`src/rtl/ffca_pkg.sv`:
```
// Shared types and constants of the first-fit contiguous allocator.
// Used by the channel interfaces, the scan engine, the top level and the assertion module.
package ffca_pkg;

  localparam int KIND_W  = 1;
  localparam int COUNT_W = 11;
  localparam int START_W = 10;

  localparam logic [KIND_W-1:0] KIND_ALLOC = 1'b0;
  localparam logic [KIND_W-1:0] KIND_FREE  = 1'b1;

  typedef struct packed {
    logic [KIND_W-1:0]  kind;
    logic [COUNT_W-1:0] unit_count;
    logic [START_W-1:0] release_start;
  } req_t;

  typedef struct packed {
    logic               granted;
    logic [START_W-1:0] run_start;
  } res_t;

endpackage

```
`src/rtl/ffca_if.sv`:
```
// Valid/ready channels of the allocator: the request channel and the result channel.
// Depends on ffca_pkg for the field widths.
interface ffca_req_if;
  logic                          valid;
  logic                          ready;
  logic [ffca_pkg::KIND_W-1:0]   kind;
  logic [ffca_pkg::COUNT_W-1:0]  unit_count;
  logic [ffca_pkg::START_W-1:0]  release_start;

  modport source (output valid, kind, unit_count, release_start, input ready);
  modport sink   (input valid, kind, unit_count, release_start, output ready);
  modport mon    (input valid, ready, kind, unit_count, release_start);
endinterface

interface ffca_rsp_if;
  logic                          valid;
  logic                          ready;
  logic                          granted;
  logic [ffca_pkg::START_W-1:0]  run_start;

  modport source (output valid, granted, run_start, input ready);
  modport sink   (input valid, granted, run_start, output ready);
  modport mon    (input valid, ready, granted, run_start);
endinterface

```
`src/rtl/first_fit_contiguous_allocator.sv`:
```
// First-fit contiguous allocator over a one-bit-per-unit bitmap memory. The scan reads the
// bitmap one unit per cycle from unit 0 until a run is found or the map ends, then the claim
// writes one unit per cycle. An allocate that finds no run scans the whole map; a free
// writes the n units it names, clipped at the end of memory; a zero-size or oversized
// allocate and an out-of-range free go straight to their result without touching the
// bitmap. One request is in flight at a time; its result sits in an output register so the
// next request is taken while the previous result waits. After reset a clearing pass writes
// every unit free, during which no request is accepted.
// Depends on ffca_pkg, ffca_if and ffca_engine.
module first_fit_contiguous_allocator #(
  parameter int MEMORY_UNITS = 1024
) (
  input logic        clk,
  input logic        rst,
  ffca_req_if.sink   req,
  ffca_rsp_if.source rsp
);

  ffca_pkg::req_t req_s;
  ffca_pkg::res_t eng_res;
  logic           eng_res_valid;
  logic           eng_res_ready;
  logic           rsp_valid;
  ffca_pkg::res_t rsp_r;

  assign req_s.kind          = req.kind;
  assign req_s.unit_count    = req.unit_count;
  assign req_s.release_start = req.release_start;

  ffca_engine #(
    .MEMORY_UNITS(MEMORY_UNITS)
  ) u_engine (
    .clk      (clk),
    .rst      (rst),
    .req_valid(req.valid),
    .req_ready(req.ready),
    .req      (req_s),
    .res_valid(eng_res_valid),
    .res_ready(eng_res_ready),
    .res      (eng_res)
  );

  assign eng_res_ready = !rsp_valid || rsp.ready;

  always_ff @(posedge clk) begin
    if (rst) begin
      rsp_valid <= 1'b0;
    end else if (eng_res_ready) begin
      rsp_valid <= eng_res_valid;
    end
  end

  always_ff @(posedge clk) begin
    if (eng_res_ready && eng_res_valid) begin
      rsp_r <= eng_res;
    end
  end

  assign rsp.valid     = rsp_valid;
  assign rsp.granted   = rsp_r.granted;
  assign rsp.run_start = rsp_r.run_start;

endmodule

```
`src/rtl/ffca_engine.sv`:
```
// Scan engine: owns the used/free bitmap memory (one bit per unit, registered read)
// and the sequencer for the clearing pass, first-fit scan, claim and release. Depends on ffca_pkg.
module ffca_engine #(
  parameter int MEMORY_UNITS = 1024
) (
  input  logic           clk,
  input  logic           rst,
  input  logic           req_valid,
  output logic           req_ready,
  input  ffca_pkg::req_t req,
  output logic           res_valid,
  input  logic           res_ready,
  output ffca_pkg::res_t res
);

  localparam int AW = $clog2(MEMORY_UNITS);
  localparam int CW = $clog2(MEMORY_UNITS + 1);

  localparam logic [CW-1:0] UNITS_C = CW'(MEMORY_UNITS);
  localparam logic [CW-1:0] LAST_C  = CW'(MEMORY_UNITS - 1);

  localparam logic [2:0] ST_CLEAR = 3'd0;
  localparam logic [2:0] ST_IDLE  = 3'd1;
  localparam logic [2:0] ST_SCAN  = 3'd2;
  localparam logic [2:0] ST_FILL  = 3'd3;
  localparam logic [2:0] ST_DONE  = 3'd4;

  logic [2:0]                   state;
  logic [CW-1:0]                scan_addr;
  logic [CW-1:0]                rd_unit;
  logic                         rd_pending;
  logic [CW-1:0]                run_len;
  logic [CW-1:0]                size_r;
  logic [AW-1:0]                run_begin;
  logic [CW-1:0]                fill_addr;
  logic [ffca_pkg::COUNT_W-1:0] remaining;
  logic                         fill_val;
  ffca_pkg::res_t               res_r;

  logic                         used_mem [MEMORY_UNITS];
  logic                         rd_data;

  logic                         scan_issue;
  logic                         fill_busy;
  logic                         mem_we;
  logic                         mem_wd;
  logic [CW-1:0]                run_len_inc;
  logic                         hit;
  logic [AW-1:0]                hit_begin;

  assign scan_issue  = (state == ST_SCAN) && (scan_addr != UNITS_C);
  assign fill_busy   = (state == ST_FILL) && (remaining != '0) && (fill_addr != UNITS_C);
  assign mem_we      = (state == ST_CLEAR) || fill_busy;
  assign mem_wd      = (state == ST_FILL) ? fill_val : 1'b0;
  assign run_len_inc = run_len + 1'b1;
  assign hit         = rd_pending && !rd_data && (run_len_inc == size_r);
  assign hit_begin   = (run_len == '0) ? rd_unit[AW-1:0] : run_begin;

  assign req_ready = (state == ST_IDLE);
  assign res_valid = (state == ST_DONE);
  assign res       = res_r;

  always_ff @(posedge clk) begin
    if (mem_we) begin
      used_mem[fill_addr[AW-1:0]] <= mem_wd;
    end
    if (scan_issue) begin
      rd_data <= used_mem[scan_addr[AW-1:0]];
    end
  end

  always_ff @(posedge clk) begin
    if (rst) begin
      state      <= ST_CLEAR;
      fill_addr  <= '0;
      rd_pending <= 1'b0;
    end else begin
      unique case (state)
        ST_CLEAR: begin
          fill_addr <= fill_addr + 1'b1;
          if (fill_addr == LAST_C) begin
            state <= ST_IDLE;
          end
        end
        ST_IDLE: begin
          if (req_valid) begin
            res_r      <= '0;
            remaining  <= req.unit_count;
            scan_addr  <= '0;
            run_len    <= '0;
            rd_pending <= 1'b0;
            size_r     <= CW'(req.unit_count);
            fill_val   <= 1'b0;
            if (req.kind == ffca_pkg::KIND_ALLOC) begin
              if ((req.unit_count == '0) ||
                  (32'(req.unit_count) > 32'(MEMORY_UNITS))) begin
                state <= ST_DONE;
              end else begin
                state <= ST_SCAN;
              end
            end else begin
              if (32'(req.release_start) >= 32'(MEMORY_UNITS)) begin
                state <= ST_DONE;
              end else begin
                fill_addr <= CW'(req.release_start);
                state     <= ST_FILL;
              end
            end
          end
        end
        ST_SCAN: begin
          rd_pending <= scan_issue;
          if (scan_issue) begin
            scan_addr <= scan_addr + 1'b1;
            rd_unit   <= scan_addr;
          end
          if (rd_pending) begin
            if (rd_data) begin
              run_len <= '0;
            end else begin
              if (run_len == '0) begin
                run_begin <= rd_unit[AW-1:0];
              end
              run_len <= run_len_inc;
            end
          end
          if (hit) begin
            fill_addr         <= CW'(hit_begin);
            fill_val          <= 1'b1;
            res_r.granted     <= 1'b1;
            res_r.run_start   <= ffca_pkg::START_W'(hit_begin);
            state             <= ST_FILL;
          end else if (!rd_pending && !scan_issue) begin
            state <= ST_DONE;
          end
        end
        ST_FILL: begin
          if (fill_busy) begin
            fill_addr <= fill_addr + 1'b1;
            remaining <= remaining - 1'b1;
          end else begin
            state <= ST_DONE;
          end
        end
        ST_DONE: begin
          if (res_ready) begin
            state <= ST_IDLE;
          end
        end
        default: begin
          state <= ST_IDLE;
        end
      endcase
    end
  end

endmodule

```
`src/flat_wrapper.sv`:
```
// flat-port wrapper written by rule: the top's interface ports become plain ports
module first_fit_contiguous_allocator_flat 
#(
  parameter int MEMORY_UNITS = 1024
)
  (clk, rst, req_valid, req_kind, req_unit_count, req_release_start, req_ready, rsp_valid, rsp_granted, rsp_run_start, rsp_ready);
  ffca_req_if req_i ();
  ffca_rsp_if rsp_i ();
  input logic clk;
  input logic rst;
  input wire logic [$bits(req_i.valid)-1:0] req_valid;
  input wire logic [$bits(req_i.kind)-1:0] req_kind;
  input wire logic [$bits(req_i.unit_count)-1:0] req_unit_count;
  input wire logic [$bits(req_i.release_start)-1:0] req_release_start;
  output wire logic [$bits(req_i.ready)-1:0] req_ready;
  output wire logic [$bits(rsp_i.valid)-1:0] rsp_valid;
  output wire logic [$bits(rsp_i.granted)-1:0] rsp_granted;
  output wire logic [$bits(rsp_i.run_start)-1:0] rsp_run_start;
  input wire logic [$bits(rsp_i.ready)-1:0] rsp_ready;
  assign req_i.valid = req_valid;
  assign req_i.kind = req_kind;
  assign req_i.unit_count = req_unit_count;
  assign req_i.release_start = req_release_start;
  assign req_ready = req_i.ready;
  assign rsp_valid = rsp_i.valid;
  assign rsp_granted = rsp_i.granted;
  assign rsp_run_start = rsp_i.run_start;
  assign rsp_i.ready = rsp_ready;
  first_fit_contiguous_allocator #(.MEMORY_UNITS(MEMORY_UNITS)) u_core (.clk(clk), .rst(rst), .req(req_i), .rsp(rsp_i));
endmodule
```
`config.mk`:
```
export PLATFORM = sky130hd
export DESIGN_NAME = first_fit_contiguous_allocator_flat
export DESIGN_NICKNAME = d
export VERILOG_FILES = /design/src/rtl/ffca_pkg.sv /design/src/rtl/ffca_if.sv /design/src/rtl/first_fit_contiguous_allocator.sv /design/src/rtl/ffca_engine.sv /design/src/flat_wrapper.sv
export SDC_FILE = /design/constraint.sdc
export NUM_CORES = 2
export LEC_CHECK = 0
export BUFFER_PORTS_ARGS = -buffer_cell sky130_fd_sc_hd__clkbuf_2
export CAP_MARGIN = 20
export CELL_PAD_IN_SITES_DETAIL_PLACEMENT = 2
export CELL_PAD_IN_SITES_GLOBAL_PLACEMENT = 2
export CORE_ASPECT_RATIO = 1.5
export CORE_MARGIN = 2
export CORE_UTILIZATION = 24
export DETAILED_ROUTE_END_ITERATION = 10
export PLACE_DENSITY = 0.54
export SLEW_MARGIN = 20
export SYNTH_ARGS = -nofsm -noshare
export SYNTH_HDL_FRONTEND = slang
export SYNTH_SLANG_ARGS = --single-unit
```
`constraint.sdc`:
```
create_clock -name clk -period 30.3 [get_ports clk]
set_input_delay 3.03 -clock clk [delete_from_list [all_inputs] [get_ports clk]]
set_output_delay 3.03 -clock clk [all_outputs]
set_load 0.05 [all_outputs]
```
# Yosys cells after proc, flatten, opt, wreduce, memory -nomap -nowiden
# Memory sizes are Yosys's and may differ from the RTL's. A register that Yosys moved wholly into a read port is not among the register bits.
# Index checks and enable logic that the tools add are counted.
[word_totals]
regBits = 103
mem_bits_rw = 1024
out_inout_bits = 13
wordCells = 105
mem_count = 1
[memory_table]
columns = ["memory", "depth", "width", "rd", "rd_clocked_by_memory_dff", "write_ports", "line", "rtl"]
rows = [
  ["u_core.u_engine.used_mem", 1024, 1, 1, 1, 1, "ffca_engine.sv:40", "logic used_mem [MEMORY_UNITS];"],
]
[classes]
add_sub_neg = 4
order_cmp = 1
n_eq_ne = 18
mux = 33
bitwise = 2
n_reduce_logical = 31
[ops]
columns = ["cell", "count"]
rows = [
  ["$mux W11", 11],
  ["$pmux W11 S2", 4],
  ["$pmux W11 S4", 1],
  ["$add A11 B1 Y11 const B", 3],
  ["$mux W3", 8],
  ["$logic_not A11 Y1", 2],
  ["$ne A11 B11 Y1 const B", 2],
  ["$reduce_and A4 Y1", 5],
  ["$ne A2 B2 Y1 const B", 8],
  ["$pmux W3 S5", 1],
  ["$eq A11 B10 Y1 const B", 1],
  ["$eq A11 B11 Y1", 1],
  ["$gt A11 B11 Y1 const B", 1],
  ["$reduce_bool A11 Y1", 1],
  ["$sub A11 B1 Y11 const B", 1],
  ["$mux W10", 1],
  ["$reduce_and A5 Y1", 2],
  ["$logic_and A1 B1 Y1", 7],
  ["$eq A3 B2 Y1 const B", 2],
  ["$reduce_and A3 Y1", 2],
  ["$mux W1", 5],
  ["$logic_not A1 Y1", 4],
  ["$pmux W1 S2", 2],
  ["$reduce_bool A2 Y1", 2],
  ["9 further kinds", 12],
]

# Depth between registers and ports, before layout
[depth]
depth_word = 7
ltp_mapped = 14
ltp_nobuf = 9

# Modules after synthesis
# A second synthesis with hierarchy kept.
[unflattened]
cells_unflattened = 3554
area_unflattened_um2 = 49597.6
[by_module_without_submodules]
columns = ["mod", "instances", "cells_per_inst", "area_each_um2", "seq_area_each_um2"]
rows = [
  ["ffca_engine", 1, 3538, 49212.2, 33362.0],
  ["first_fit_contiguous_allocator", 1, 16, 385.4, 350.3],
]

# Worst setup path before layout
# No wires, ideal clock.
[synth_path]
path_type = "reg-to-reg"
start = "register u_core.u_engine.state[1]"
end = "memory u_core.u_engine.used_mem[0], data pin"
setup_ns = 4.966
t_arrival_ns = 24.463
t_required_ns = 25.334
slack_ns = 0.871
path_stages_with_launch = 5
n_path_buf = 2
synth_period_minus_slack_ns = 29.429
cell_sequence = "dfxtp_1 -> clkbuf_1 -> nand3b_1 -> clkbuf_1 -> nor2_1"
[synth_between]
elab_chain_len = 2
[synth_lines]
columns = ["item", "line", "rtl"]
rows = [
  ["start, declared", "ffca_engine.sv:28", "logic [2:0] state;"],
  ["start signal, assigned", "ffca_engine.sv:74", "state <= ST_CLEAR;"],
  ["start signal, assigned", "ffca_engine.sv:82", "state <= ST_IDLE;"],
  ["start signal, assigned", "ffca_engine.sv:97", "state <= ST_DONE;"],
  ["$eq A3 B2 Y1", "ffca_engine.sv:54", "assign mem_wd = (state == ST_FILL) ? fill_val : 1'b0;"],
  ["$mux W1", "ffca_engine.sv:54", ""],
  ["net u_core.u_engine.mem_wd", "ffca_engine.sv:46", "logic mem_wd;"],
  ["end, declared", "ffca_engine.sv:40", ""],
]
# The timed path passes the listed nets, and every way through them passes these cells.

# Worst setup path in the final report
[layout_path]
start = "register u_core.u_engine.scan_addr[0]"
end = "register u_core.u_engine.rd_data, read port of u_core.u_engine.used_mem, data pin"
[layout_between]
elab_chain_len = 2
[layout_lines]
columns = ["item", "line", "rtl"]
rows = [
  ["start, declared", "ffca_engine.sv:29", "logic [CW-1:0] scan_addr;"],
  ["start signal, assigned", "ffca_engine.sv:114", "scan_addr <= scan_addr + 1'b1;"],
  ["$ne A11 B11 Y1", "ffca_engine.sv:51", "assign scan_issue = (state == ST_SCAN) && (scan_addr != UNITS_C);"],
  ["$logic_and A1 B1 Y1", "ffca_engine.sv:51", ""],
  ["end, declared", "ffca_engine.sv:41", "logic rd_data;"],
]
# Several ways; a longest one is shown, not always the timed one.
# A chain may end at the register's enable or synchronous reset.

==> flow_summary.ini <==
[setup_path]
crit_fanout = 87
reg2reg_depth = 10
end_kind = flop
crit_arrival_ns = 5.83
cp-start-kind = flop
r2r-start = u_core.u_engine.scan_addr[0]$_SDFFCE_PN0P_
required_ns = 30.78
rr_endpoint = u_core.u_engine.rd_data$_DFFE_PP_
worstSetupPathType = reg -> reg
r2r_slack_ns = 24.94

[place]
place_area_um2 = 52500
port_buffers = 38
gp_congestion = 0.756
dp_hpwl_um = 99400
place_inst = 5923

[timing]
max_freq_ghz = 0.187
fin_crit_sh_pct = 17.7
finalCriticalPeriod_ns = 5.36
rsz0062_at_grt = false
slew_headroom_pct = 23.0
fin_skew_ns = 0.0335
worstMarginPinSlew_ns = 1.15
finalHoldViolCount = 0
setup_viol = 0
fin_setup_tns_ns = 0
slew_viol_final = 0

[synth]
synth-async-reset-ratio_pct = 0
synth_nets = 3471
yosysTopAreaCell = edfxtp_1
synth_seq_area_share_pct = 68.5
avgSynthCellArea_um2 = 14.3
ys_types = 67
synth_area_um2 = 49200
synthCells = 3436
ys_ff_latch = 1128
synth_top_cells_by_area = edfxtp_1 (68%), mux4_2 (11%), nor2_1 (8.1%)
synth_top_area_share_pct = 67.8
ys_warn_count = 0
synth_top_flop_cell = edfxtp_1
synth_edf_count = 1112

[finish]
fin_util_pct = 27.4
fin_area_um2 = 56000
layout_common_cells = edfxtp_1 (1112), nor2_1 (1062), mux4_2 (242)
fin_nets = 3408
area_growth_syn_to_layout_pct = 13.7
final_layout_size_suffix_gt1_share_pct = 18.3
fill_cells = 21300
final_cell_count_no_fill = 6133
final_common_cell = edfxtp_1

[cts]
cts_buffers = 110
clkSinkCount = 1128
root_buffer = clkbuf_16
clk_pin_slew_ns = 0.07
htree_levels = 3
post-cts-setup-buffers = 0
clock_path_buffers = 3
cts_resized = 0
insertion_delay_ns = 0.73
cts_tree = yes
postCtsHoldBufs = 0

[run]
maxCapViolCount = 0

[power]
p_total_mw = 3.65
peakVddDrop_v = 0.0000766
power.density_nw_per_um2 = 65.2
cellLeakagePower_nw = 15.1

[global_routing]
antenna_found_initial = 7
grt_overflow_total = 0
grt_pass1_wl_um = 250000
gr-usage-all-layers_pct = 16.8
grt_max_degree = 240
grt_pass1_vias = 32300

[routing]
drc_errors = 0
vias = 29300
drtAntennaViolNets = 0
viasPerCell = 4.78
drt_iter0_drc = 2047
routedWlPerCell_um = 28.7
firstDrtPassIters = 4
wl_um = 176000

[die]
start_util_pct = 24.1
fp-row-count = 203
die_area_um2 = 209000
die_h_um = 559
core_um2 = 204000
boundaryPins = 39
die_w_um = 374

[worst_hold_path]
min_path_type = reg -> reg
min_from = u_core.u_engine.res[3]$_SDFFCE_PN0P_
hold_path_end = u_core.rsp.run_start[3]$_DFFE_PP_
whs_path_depth = 0

[outcome]
status = complete, no violations
[sequential cells by signal, indices dropped and copies added, names as in the netlist, 11 cells and up]
register and flops:
u_core.u_engine.res 11, u_core.u_engine.size_r 11, u_core.u_engine.run_len 11, u_core.u_engine.used_mem 1024, u_core.u_engine.scan_addr 11, u_core.u_engine.remaining 11, u_core.u_engine.fill_addr 11
[per-stage QoR]
stage	hold slack [ns]	setup slack, ns
global route	0.427	24.55
finish	0.421	24.94
global placement	0.407	24.75
detailed placement	0.408	24.76
floorplan	0.400	0.871
CTS	0.423	24.72
[worst max-delay path by stage]
stage | start | to | slack (ns)
after detailed placement | u_core.u_engine.state[1]$_SDFFE_PP0P_ | u_core.u_engine.used_mem[345]$_DFFE_PP_ | 24.76
after CTS | u_core.u_engine.state[1]$_SDFFE_PP0P_ | u_core.u_engine.used_mem[351]$_DFFE_PP_ | 24.72
after global routing | u_core.u_engine.state[1]$_SDFFE_PP0P_ | u_core.u_engine.used_mem[338]$_DFFE_PP_ | 24.55
after global placement | u_core.u_engine.scan_addr[0]$_SDFFCE_PN0P_ | u_core.u_engine.rd_data$_DFFE_PP_ | 24.75
final | u_core.u_engine.scan_addr[0]$_SDFFCE_PN0P_ | u_core.u_engine.rd_data$_DFFE_PP_ | 24.94
after floorplan | u_core.u_engine.state[1]$_SDFFE_PP0P_ | u_core.u_engine.used_mem[0]$_DFFE_PP_ | 0.87
[power breakdown]
group | total [mW] | internal [mW] | switching, mW
combinational | 0.547 | 0.125 | 0.422
clock | 1.37 | 0.734 | 0.632
sequential | 1.74 | 1.71 | 0.0252
total | 3.65 | 2.57 | 1.08
[worst max-delay path, stage by stage (launching register included)]
cell and delay (ns):
edfxtp_1 0.35, buf_4 0.56, buf_12 0.65, buf_4 0.74, mux4_2 0.59, mux4_2 0.50
mux2i_1 0.49, nor3_1 0.10, a311o_1 0.29, a311o_1 0.34, a32o_1 0.24
[cell type report]
type	instances	area [um^2]	area share, %
flip-flops and latches	1128	33700	60.2
diodes	1	2.50	0.00447
clock buffers	140	2890	5.16
inverters	23	86.3	0.154
clock inverters	66	549	0.981
repair buffers	148	1150	2.05
multi-input cells	1962	14300	25.5
well taps	2665	3330	5.96
[layer usage]
| layer | part of all wire [%] | routed length (um) | global-route usage, % |
|---|---|---|---|
| met4 | 3.2 | 5560 | 5.42 |
| met5 | 0.011 | 20 | 0 |
| met2 | 55 | 97000 | 32.4 |
| met1 | 39 | 68900 | 19.1 |
| met3 | 2.6 | 4580 | 1.73 |
[cells in the mapped netlist (3+ instances only)]
master and n:
a211oi_1 21, a21oi_1 36, a221oi_1 28, a22o_1 8, a22oi_1 36, a311o_1 4
a311oi_1 4, and2_1 24, and3_1 15, and3b_1 4, buf_1 11, buf_2 46
buf_4 18, buf_6 4, clkbuf_1 244, dfxtp_1 16, edfxtp_1 1112, ha_1 9
inv_1 20, mux2_2 27, mux2i_1 77, mux4_2 242, nand2_1 124, nand2b_1 9
nand3_1 29, nand3b_1 6, nand4_1 6, nor2_1 1065, nor2b_1 7, nor3_1 29
nor3b_1 6, nor4_1 6, o2111ai_1 4, o211ai_1 8, o21ai_0 34, o221ai_1 3
o22ai_1 6, o31ai_1 7, or3_1 4, xnor2_1 23, xnor3_1 5, xor2_1 14
[cells by family after synthesis]
family | synth area share, %
buffers and inverters | 2.95
XOR/XNOR | 0.887
flip-flops | 68.5
adder cells (fa/ha/maj) | 0.229
AND/OR/NAND/NOR | 11.0
multiplexers | 13.3
AO/OA/AOI/OAI | 3.22
Power figures use the tool's default switching activity.
